File: config.mk
export PLATFORM = sky130hd
export DESIGN_NAME = circle_obstacle_collision_table
export DESIGN_NICKNAME = d
export VERILOG_FILES = /design/src/coct_pkg.sv /design/src/circle_obstacle_collision_table.sv
export SDC_FILE = /design/constraint.sdc
export NUM_CORES = 2
export LEC_CHECK = 0
export BUFFER_PORTS_ARGS = -buffer_cell sky130_fd_sc_hd__clkbuf_2
export CAP_MARGIN = 15
export CELL_PAD_IN_SITES_DETAIL_PLACEMENT = 0
export CELL_PAD_IN_SITES_GLOBAL_PLACEMENT = 1
export CORE_MARGIN = 1
export CORE_UTILIZATION = 43
export CTS_BUF_LIST = sky130_fd_sc_hd__clkbuf_8
export CTS_CLUSTER_SIZE = 12
export DETAILED_ROUTE_END_ITERATION = 8
export PLACE_DENSITY = 0.64
export SLEW_MARGIN = 10
export SYNTH_ARGS = -nofsm -noshare
export SYNTH_HDL_FRONTEND = slang
export SYNTH_SLANG_ARGS = --single-unit
File: constraint.sdc
create_clock -name clk -period 9.9 [get_ports clk]
set_input_delay 1.485 -clock clk [delete_from_list [all_inputs] [get_ports clk]]
set_output_delay 1.485 -clock clk [all_outputs]
set_load 0.03 [all_outputs]
File: src/coct_pkg.sv
package coct_pkg;

	// Width and reset value of the robot diameter register.
	localparam int unsigned DIAM_W = 12;
	localparam logic [DIAM_W-1:0] DIAM_RESET = 12'd20;

	// Operation codes carried by an input beat.
	localparam logic [1:0] OP_ADD = 2'd0;
	localparam logic [1:0] OP_DEL = 2'd1;
	localparam logic [1:0] OP_CHK = 2'd2;

	// Sequencer states.
	typedef enum logic [3:0] {
		S_IDLE,
		S_PREP,
		S_ADD,
		S_READ,
		S_EVAL,
		S_TEST,
		S_SQX,
		S_SQY,
		S_CMPSQ,
		S_SHIFT_RD,
		S_SHIFT_WR,
		S_DONE
	} state_t;

endpackage

File: src/circle_obstacle_collision_table.sv
// Channel   Handshake                Beat contents
// input     in_valid / in_stall      opcode, pos_x, pos_y, rect_width, rect_height
// output    out_valid / out_stall    success, table_full, obstacle_count
// config    cfg_valid / cfg_ready    cfg_diameter
//
// One item is worked at a time by a sequencer around one table memory port and one
// shared multiplier. A check visits the obstacles in order and squares the corner
// distance only when neither the bounding box nor a straight side settles it. A delete
// scans the entries and moves the later entries down during compaction.
// Reset clears the count and the control state; the table memory is not cleared.
// A finished result waits in the output register while the next beat is accepted.
module circle_obstacle_collision_table #(
	parameter int unsigned MAX_OBSTACLES = 64,
	parameter int unsigned COORD_BITS = 12
) (
	input  logic                                   clk,
	input  logic                                   arst_n,
	input  logic                                   in_valid,
	output logic                                   in_stall,
	input  logic [1:0]                             opcode,
	input  logic [COORD_BITS-1:0]                  pos_x,
	input  logic [COORD_BITS-1:0]                  pos_y,
	input  logic [COORD_BITS-1:0]                  rect_width,
	input  logic [COORD_BITS-1:0]                  rect_height,
	output logic                                   out_valid,
	input  logic                                   out_stall,
	output logic                                   success,
	output logic                                   table_full,
	output logic [$clog2(MAX_OBSTACLES+1)-1:0]     obstacle_count,
	input  logic                                   cfg_valid,
	output logic                                   cfg_ready,
	input  logic [coct_pkg::DIAM_W-1:0]            cfg_diameter
);
	import coct_pkg::*;

	localparam int unsigned CNT_W = $clog2(MAX_OBSTACLES + 1);
	localparam int unsigned IDX_W = (MAX_OBSTACLES > 1) ? $clog2(MAX_OBSTACLES) : 1;
	localparam int unsigned ENT_W = 4 * COORD_BITS;
	localparam int unsigned AW = ((COORD_BITS > DIAM_W) ? COORD_BITS : DIAM_W) + 1;
	localparam int unsigned RAD_W = DIAM_W - 1;
	localparam int unsigned MUL_W = (COORD_BITS > RAD_W) ? COORD_BITS : RAD_W;
	localparam int unsigned PROD_W = 2 * MUL_W;
	localparam int unsigned SUM_W = PROD_W + 1;
	localparam logic [CNT_W-1:0] CNT_MAX = CNT_W'(MAX_OBSTACLES);

	state_t state_q, state_d;

	logic [CNT_W-1:0] count_q;
	logic [CNT_W-1:0] i_q;
	logic [1:0] op_q;
	logic [COORD_BITS-1:0] x_q, y_q, w_q, h_q;
	logic [DIAM_W-1:0] diam_q;
	logic [COORD_BITS-1:0] dx_q, dy_q, ex_q, ey_q;
	logic [PROD_W-1:0] acc_q, radsq_q;
	logic [SUM_W-1:0] sum_q;
	logic ok_q, full_q;
	logic out_valid_q, success_q, table_full_q;
	logic [CNT_W-1:0] obstacle_count_q;

	// Table memory with registered read data.
	logic [ENT_W-1:0] mem_q [MAX_OBSTACLES];
	logic [ENT_W-1:0] rd_data_q;
	logic mem_we, mem_re;
	logic [IDX_W-1:0] mem_wa, mem_ra;
	logic [ENT_W-1:0] mem_wd;

	// Fields of the entry just read.
	logic [COORD_BITS-1:0] e_cx, e_cy, e_w, e_h;
	assign e_cx = rd_data_q[4*COORD_BITS-1:3*COORD_BITS];
	assign e_cy = rd_data_q[3*COORD_BITS-1:2*COORD_BITS];
	assign e_w  = rd_data_q[2*COORD_BITS-1:COORD_BITS];
	assign e_h  = rd_data_q[COORD_BITS-1:0];

	// Index bookkeeping for the scan and the compaction.
	logic [CNT_W-1:0] nxt;
	logic [CNT_W:0] nxt2;
	logic last, last2, room;
	assign nxt   = i_q + 1'b1;
	assign nxt2  = {1'b0, i_q} + 2'd2;
	assign last  = (nxt == count_q);
	assign last2 = (nxt2 == {1'b0, count_q});
	assign room  = (count_q < CNT_MAX);

	// Per entry decisions of the delete scan and the collision test.
	logic match, far, near, hit;
	logic [AW-1:0] lim_x, lim_y;
	logic [COORD_BITS-1:0] hw, hh;
	assign match = (e_cx == x_q) && (e_cy == y_q);
	assign hw    = e_w >> 1;
	assign hh    = e_h >> 1;
	assign lim_x = (AW'(e_w) + AW'(diam_q)) >> 1;
	assign lim_y = (AW'(e_h) + AW'(diam_q)) >> 1;
	assign far   = (AW'(dx_q) > lim_x) || (AW'(dy_q) > lim_y);
	assign near  = (dx_q <= hw) || (dy_q <= hh);
	assign hit   = (sum_q <= SUM_W'(radsq_q));

	// Shared multiplier: radius squared once, then the corner distances.
	logic [MUL_W-1:0] mul_a;
	logic [PROD_W-1:0] mul_p;
	logic [RAD_W-1:0] rad;
	assign rad = RAD_W'(diam_q >> 1);
	always_comb begin
		case (state_q)
			S_SQX:   mul_a = MUL_W'(ex_q);
			S_SQY:   mul_a = MUL_W'(ey_q);
			default: mul_a = MUL_W'(rad);
		endcase
	end
	assign mul_p = mul_a * mul_a;

	// Next state.
	always_comb begin
		state_d = state_q;
		case (state_q)
			S_IDLE: begin
				if (in_valid) begin
					case (opcode)
						OP_ADD:  state_d = S_ADD;
						OP_DEL:  state_d = (count_q == '0) ? S_DONE : S_READ;
						OP_CHK:  state_d = S_PREP;
						default: state_d = S_DONE;
					endcase
				end
			end
			S_PREP:  state_d = (count_q == '0) ? S_DONE : S_READ;
			S_ADD:   state_d = S_DONE;
			S_READ:  state_d = S_EVAL;
			S_EVAL: begin
				if (op_q == OP_DEL) begin
					if (match) begin
						state_d = last ? S_DONE : S_SHIFT_RD;
					end else begin
						state_d = last ? S_DONE : S_READ;
					end
				end else begin
					state_d = S_TEST;
				end
			end
			S_TEST: begin
				if (far) begin
					state_d = last ? S_DONE : S_READ;
				end else if (near) begin
					state_d = S_DONE;
				end else begin
					state_d = S_SQX;
				end
			end
			S_SQX:   state_d = S_SQY;
			S_SQY:   state_d = S_CMPSQ;
			S_CMPSQ: state_d = (hit || last) ? S_DONE : S_READ;
			S_SHIFT_RD: state_d = S_SHIFT_WR;
			S_SHIFT_WR: state_d = last2 ? S_DONE : S_SHIFT_RD;
			S_DONE: begin
				if (!out_valid_q || !out_stall) begin
					state_d = S_IDLE;
				end
			end
			default: state_d = S_IDLE;
		endcase
	end

	// Handshake and memory port controls.
	always_comb begin
		in_stall  = 1'b1;
		cfg_ready = 1'b0;
		mem_we    = 1'b0;
		mem_re    = 1'b0;
		mem_wa    = i_q[IDX_W-1:0];
		mem_ra    = i_q[IDX_W-1:0];
		mem_wd    = rd_data_q;
		case (state_q)
			S_IDLE: begin
				in_stall  = 1'b0;
				cfg_ready = 1'b1;
			end
			S_ADD: begin
				mem_we = room;
				mem_wa = count_q[IDX_W-1:0];
				mem_wd = {x_q, y_q, w_q, h_q};
			end
			S_READ: begin
				mem_re = 1'b1;
			end
			S_SHIFT_RD: begin
				mem_re = 1'b1;
				mem_ra = nxt[IDX_W-1:0];
			end
			S_SHIFT_WR: begin
				mem_we = 1'b1;
			end
			default: begin
				in_stall = 1'b1;
			end
		endcase
	end

	always_ff @(posedge clk) begin
		if (mem_we) begin
			mem_q[mem_wa] <= mem_wd;
		end
		if (mem_re) begin
			rd_data_q <= mem_q[mem_ra];
		end
	end

	// Control state.
	always_ff @(posedge clk or negedge arst_n) begin
		if (!arst_n) begin
			state_q     <= S_IDLE;
			count_q     <= '0;
			i_q         <= '0;
			ok_q        <= 1'b0;
			full_q      <= 1'b0;
			op_q        <= OP_ADD;
			diam_q      <= DIAM_RESET;
			out_valid_q <= 1'b0;
		end else begin
			state_q <= state_d;
			if (cfg_valid && cfg_ready) begin
				diam_q <= cfg_diameter;
			end
			// The result register fills out of the done state and empties when taken.
			if (state_q == S_DONE && (!out_valid_q || !out_stall)) begin
				out_valid_q <= 1'b1;
			end else if (out_valid_q && !out_stall) begin
				out_valid_q <= 1'b0;
			end
			case (state_q)
				S_IDLE: begin
					if (in_valid) begin
						op_q   <= opcode;
						i_q    <= '0;
						ok_q   <= (opcode == OP_CHK);
						full_q <= 1'b0;
					end
				end
				S_ADD: begin
					if (room) begin
						count_q <= count_q + 1'b1;
						ok_q    <= 1'b1;
					end else begin
						full_q <= 1'b1;
					end
				end
				S_EVAL: begin
					if (op_q == OP_DEL) begin
						if (match) begin
							ok_q <= 1'b1;
							if (last) begin
								count_q <= count_q - 1'b1;
							end
						end else if (!last) begin
							i_q <= nxt;
						end
					end
				end
				S_TEST: begin
					if (far) begin
						if (!last) begin
							i_q <= nxt;
						end
					end else if (near) begin
						ok_q <= 1'b0;
					end
				end
				S_CMPSQ: begin
					if (hit) begin
						ok_q <= 1'b0;
					end else if (!last) begin
						i_q <= nxt;
					end
				end
				S_SHIFT_WR: begin
					i_q <= nxt;
					if (last2) begin
						count_q <= count_q - 1'b1;
					end
				end
				default: begin
					ok_q <= ok_q;
				end
			endcase
		end
	end

	// Datapath registers.
	always_ff @(posedge clk) begin
		case (state_q)
			S_IDLE: begin
				if (in_valid) begin
					x_q <= pos_x;
					y_q <= pos_y;
					w_q <= rect_width;
					h_q <= rect_height;
				end
			end
			S_PREP: begin
				radsq_q <= mul_p;
			end
			S_EVAL: begin
				dx_q <= (x_q >= e_cx) ? (x_q - e_cx) : (e_cx - x_q);
				dy_q <= (y_q >= e_cy) ? (y_q - e_cy) : (e_cy - y_q);
			end
			S_TEST: begin
				ex_q <= dx_q - hw;
				ey_q <= dy_q - hh;
			end
			S_SQX: begin
				acc_q <= mul_p;
			end
			S_SQY: begin
				sum_q <= SUM_W'(acc_q) + SUM_W'(mul_p);
			end
			S_DONE: begin
				if (!out_valid_q || !out_stall) begin
					success_q        <= ok_q;
					table_full_q     <= full_q;
					obstacle_count_q <= count_q;
				end
			end
			default: begin
				acc_q <= acc_q;
			end
		endcase
	end

	assign out_valid      = out_valid_q;
	assign success        = success_q;
	assign table_full     = table_full_q;
	assign obstacle_count = obstacle_count_q;

	// The stored count never passes the table depth.
	a_count_bound: assert property (@(posedge clk) disable iff (!arst_n)
		count_q <= CNT_MAX)
		else $error("obstacle count above table depth");

	// An add with room grows the count by exactly one.
	a_add_grows: assert property (@(posedge clk) disable iff (!arst_n)
		(state_q == S_ADD && room) |=> (count_q == $past(count_q) + 1'b1))
		else $error("add did not grow the count");

	// A new result beat is only raised out of the done state.
	a_result_src: assert property (@(posedge clk) disable iff (!arst_n)
		$rose(out_valid_q) |-> $past(state_q == S_DONE))
		else $error("result raised outside done state");

	// A refused add only happens on a full table.
	a_full_only: assert property (@(posedge clk) disable iff (!arst_n)
		(state_q != S_IDLE && full_q) |-> (op_q == OP_ADD && count_q == CNT_MAX))
		else $error("table full flag without a full table");

endmodule

# Word-level counts from Yosys, hierarchy flattened
# Memories as Yosys holds them, arrays and structs flattened. A register that Yosys moved wholly into a read port is not among the register bits.
# Index checks and enable logic that the tools add are counted.
# W data, S select, Z words.
# op_classes
mux	51
eq_ne	32
mul	1
n_addsub	13
order_cmp	8
n_reduce_logical	26
# op_table
operator	count
$mux W7	11
$mux W48	1
$pmux W4 S12	1
$sub A12 B12 Y12	4
$mux W4	9
$pmux W7 S5	1
$add A12 B12 Y13	2
$ne A2 B2 Y1 const B	13
$add A24 B24 Y25	1
$le A25 B24 Y1	1
$eq A12 B12 Y1	2
$ge A12 B12 Y1	2
$gt A12 B12 Y1	2
$le A12 B11 Y1	2
$mul A12 B12 Y24	1
$mux W12	2
$pmux W12 S2	1
$sub A12 B11 Y12	2
$pmux W7 S3	1
$eq A4 B3 Y1 const B	4
$eq A4 B4 Y1 const B	4
$mux W1	16
$add A7 B1 Y7 const B	2
$mux W6	2
28 further kinds	44
# totals
ramBits	3072
register_bits	213
output_inout_bits	12
elab_cells	154
memories	1
# memory_table
memory	depth	word_bits	read_ports	rd_ports_with_merged_regs	wr	line	rtl
mem_q	64	48	1	1	1	circle_obstacle_collision_table.sv:61	logic [ENT_W-1:0] mem_q [MAX_OBSTACLES];

# Depth between registers and ports, before layout
# depth
depth_word	6
mapped_depth	34
ltp_nobuf	31

# Worst setup path after synthesis
# No wires, ideal clock.
# synth_path
path_type	reg-to-reg
startpoint	register state_q[3]
endpoint	register sum_q[22], data pin
arrival_time_ps	7870
t_required_ps	9637
path_stages_with_launch	30
setup_ps	263
period_less_slack_ps	8133
n_path_buf	2
setup_slack_ps	1767
path_cell_list	dfrtp_1 > clkbuf_1 > inv_1 > nand2_1 > nor2_1 > a22oi_1 > clkbuf_1 > nor2_1 > fa_1 > inv_1 > fa_1 > inv_1 > fa_1 > fa_1 > inv_1 > fa_1 > inv_1 > ha_1 > or4_1 > o22ai_1 > o21bai_1 > a211oi_1 > nor2_1 > ha_1 > a211o_1 > o22a_1 > a21oi_1 > o21ai_0 > a311oi_1 > xnor2_1
# synth_via
elab_chain_cells	4
# synth_rtl
item	line	rtl
from (decl)	circle_obstacle_collision_table.sv:46	state_t state_q, state_d;
from (signal assigned)	circle_obstacle_collision_table.sv:218	state_q <= state_d;
$eq A4 B3 Y1	circle_obstacle_collision_table.sv:103	case (state_q)
$pmux W12 S2 (*)	circle_obstacle_collision_table.sv:103	
$mul A12 B12 Y24 (*)	circle_obstacle_collision_table.sv:109	assign mul_p = mul_a * mul_a;
via mul_p[14]	circle_obstacle_collision_table.sv:99	logic [PROD_W-1:0] mul_p;
$add A24 B24 Y25 (*)	circle_obstacle_collision_table.sv:312	sum_q <= SUM_W'(acc_q) + SUM_W'(mul_p);
to (signal assigned)	circle_obstacle_collision_table.sv:312	
to (decl)	circle_obstacle_collision_table.sv:55	logic [SUM_W-1:0] sum_q;
# The timed path passes the listed nets; every way through them passes the cells marked *.
# A chain may end at the register's enable or synchronous reset.

# Worst setup path in the final report
# layout_path
startpoint	register state_q[1]
endpoint	register sum_q[23], data pin
# The elaborated chain is that of the path after synthesis.

==> impl_metrics.csv <==
group,metric,value,unit
outcome,run_status,"complete, no violations",
clock_tree,htree_num_levels,6,
clock_tree,cts_tree,"yes",
sta,highest_achievable_clock_rate,114.4,MHz
yosys,synth-warning-count,0,
placement,place_congestion,0.8252,
sta,timing_worst_slew_pin_value,1.170,ns
route,postRouteWirelength,376.5,mm
placement,port-buffer-count,78,
sta,tns,0,ns
yosys,synthArstFlopShare,1.051,%
flow_run,max_cap_violations,0,
yosys,yosysSeqAreaShare,73.38,%
yosys,synth_commonest_cells,"3296 x edfxtp_1, 960 x mux4_2, 253 x inv_1, 223 x ha_1, 209 x nand2_1",
clock_tree,clock_pin_slew_of_the_registers_on_the_worst_case_setup_and_hold_paths,0.06,ns
clock_tree,clock-root-buffer,"clkbuf_8",
route,number_of_vias_after_detailed_routing,68070,
clock_tree,cts.repair.resized,0,
yosys,post-synth-top-count-cell,"edfxtp_1",
hold_path,min-delay-path-class,"flop to flop",
yosys,synthFlopType,"edfxtp_1",
global_routing,grt_start_max_net_pins,114,
sta,slew-limit-headroom,21.97,%
yosys,synth-edff-count,3296,
clock_tree,clock_latency_late_sink,1.16,ns
floorplan,core,315000,um2
yosys,synth_area_per_cell,21.08,um2
hold_path,whs_endpoint,"table_full$_DFFE_PP_",
sta,finClkSkew,0.08908,ns
worst_setup_path,reg2reg_to,"sum_q[23]$_DFFE_PN_",
worst_setup_path,required,10.73,ns
worst_setup_path,worst-endpoint-arrival,9.57,ns
route,avg_vias_per_cell,5.884,
floorplan,design.die.area,318700,um2
global_routing,grt_antenna_before_repair,33,
global_routing,global_route.overflow_total,0,
worst_setup_path,startpoint_of_the_worst_slack_reg_to_reg_timing_path,"state_q[1]$_DFFE_PN0P_",
clock_tree,cts_buffer_depth,4,
yosys,synth_area,136100,um2
finish,design.final.nets,7372,
worst_setup_path,setup.reg_to_reg.worst_slack,1.16,ns
yosys,yosysTopAreaCell,"edfxtp_1",
worst_setup_path,endpoint_kind,"flop",
yosys,synth-seq-cells,3331,
sta,finalHoldViolCount,0,
hold_path,worstHoldPathCells,0,
route,drt_first_iter_violations,8143,
sta,timing.final.max_slew_violations,0,
route,drt_antenna_net_count,0,
route,detail_route.first_pass.iterations,5,
yosys,synth.top_cell.area_share,72.73,%
finish,areaGrowthSynthToFinish,12.66,%
worst_setup_path,criticalPathCategory,"flop to flop",
clock_tree,cts_inserted_buffers,557,
placement,detailedPlacementHpwl,207.6,mm
clock_tree,cts_post_setup_buffers_inserted,0,
yosys,synth_cell_type_count,75,
floorplan,floorplan.io_pins,79,
worst_setup_path,path_max_fanout,18,
clock_tree,clock_sinks,3331,
global_routing,number_of_global_route_vias_before_repair,69780,
yosys,synth.top_cells.by_area,"edfxtp_1 73%, mux4_2 16%, ha_1 2.1%",
finish,layout-drive-gt1-share,28.00,%
global_routing,grt_first_pass_wirelength,527.1,mm
global_routing,grt_use_total,23.69,%
hold_path,hp-start,"full_q$_DFFE_PN0P_",
worst_setup_path,timing.critical_path.from_type,"flop",
floorplan,floorplan.die.width,564.6,um
floorplan,start_util,43.20,%
route,route.detailed.wl_per_inst,32.54,um
worst_setup_path,worst_r2r_path_depth,26,
floorplan,core.rowCount,206,
sta,grt_setup_unrepaired,"false",
route,post-route-drc-count,0,
sta,setup_violators_final,0,
floorplan,dieHeight,564.6,um
sta,final.min_clock_period,8.744,ns
clock_tree,cts.hold.buffers_added,0,
sta,timing.final.crit_share,88.33,%
yosys,synth_nets,6832,
finish,final.fill_count,25660,
yosys,syn_inst,6455,
-- state kept, by name, indices dropped and copies added (netlist names), 12 cells and up --
name,cells
radsq_q,23
dx_q,12
x_q,12
h_q,12
acc_q,23
ey_q,12
rd_data_q,48
w_q,12
y_q,12
sum_q,25
diam_q,12
ex_q,12
dy_q,12
mem_q,3072
-- cells by family (layout without fill, tap and decap cells) --
| kind of cell | after synthesis | after routing | share of synthesized area [%] |
|---|---|---|---|
| muxes | 1009 | 1009 | 16.28 |
| and+or+nand+nor | 605 | 605 | 1.996 |
| DFF | 3331 | 3331 | 73.38 |
| adders and majority gates | 310 | 310 | 3.330 |
| other | 0 | 5 | 0 |
| AOI/OAI and AO/OA | 530 | 530 | 2.589 |
| buffers and inverters | 544 | 1493 | 1.618 |
| xor gates and xnor gates | 126 | 126 | 0.8110 |
-- final cells by class --
type	instances	area, um2	area share (%)
inverter	254	954.7	0.6227
clock inverter	404	2278	1.486
multi-input combinational	2580	35110	22.91
sequential	3331	99850	65.14
antenna	5	12.51	0.008162
clock buffer	564	7762	5.064
tap	4160	5205	3.395
timing repair buffer	271	2120	1.383
-- critical path, stage by stage (launching register included) --
cell,delay [ns]
dfrtp_1,0.70
nand3_1,0.54
buf_4,0.36
a21oi_1,0.58
nor2_1,0.16
fa_1,0.64
inv_1,0.07
fa_1,0.47
inv_1,0.05
fa_1,0.45
fa_1,0.49
inv_1,0.05
fa_1,0.47
inv_1,0.04
ha_1,0.22
or4_1,0.53
o22ai_1,0.33
o21ai_0,0.33
o21a_1,0.26
nor2_1,0.11
xnor2_1,0.12
ha_1,0.38
o211ai_1,0.11
o21ai_0,0.45
a41oi_1,0.26
a21oi_1,0.21
xor2_1,0.08
-- routing by layer --
metal	routed length, um	GRT usage [%]	up-vias
li1	-	-	27850
met1	154100	32.78	36660
met2	180100	37.96	3050
met3	32870	5.341	509
met4	9470	6.510	2
met5	13	0	-
-- layout by cell type, fill, tap and decap left out, types with 78 or more instances in the layout --
cell type	n
edfxtp_1	3296
mux4_2	960
clkbuf_8	564
inv_1	430
ha_1	223
nand2_1	209
buf_4	172
nor2_1	128
clkinv_1	122
a21oi_1	100
a22oi_1	100
fa_1	87
xnor2_1	80
clkbuf_2	78
-- stage by stage --
step / area [um2] / setup slack [ns] / hold slack [ns] / cells / util (%)
final: 153300 / 1.156 / 0.4531 / 11570 / 48.67
after global routing: 153300 / 0.4510 / 0.4639 / 11570 / 48.67
after CTS: 153200 / 1.090 / 0.3776 / 11560 / 48.63
after detailed placement: 143100 / 1.147 / 0.4335 / 10590 / 45.45
after global placement: 143100 / 1.161 / 0.4358 / 10590 / 45.44
after floorplan: 136100 / 1.767 / 0.4211 / 6455 / -
-- how the worst max path moves through the flow --
stage,from,endpoint,slack (ns),depth (start not counted)
6_report,state_q[1]$_DFFE_PN0P_,sum_q[23]$_DFFE_PN_,1.16,26
5_1_grt,state_q[1]$_DFFE_PN0P_,sum_q[23]$_DFFE_PN_,0.45,26
4_1_cts,state_q[1]$_DFFE_PN0P_,sum_q[23]$_DFFE_PN_,1.09,26
3_5_place_dp,state_q[1]$_DFFE_PN0P_,sum_q[23]$_DFFE_PN_,1.15,26
3_3_place_gp,state_q[1]$_DFFE_PN0P_,sum_q[23]$_DFFE_PN_,1.16,26
2_1_floorplan,state_q[3]$_DFFE_PN0P_,sum_q[22]$_DFFE_PN_,1.77,29
Power is left out: the tool's default activity adds up to more than one toggle a clock period on the data nets, which glitch-free logic cannot reach.
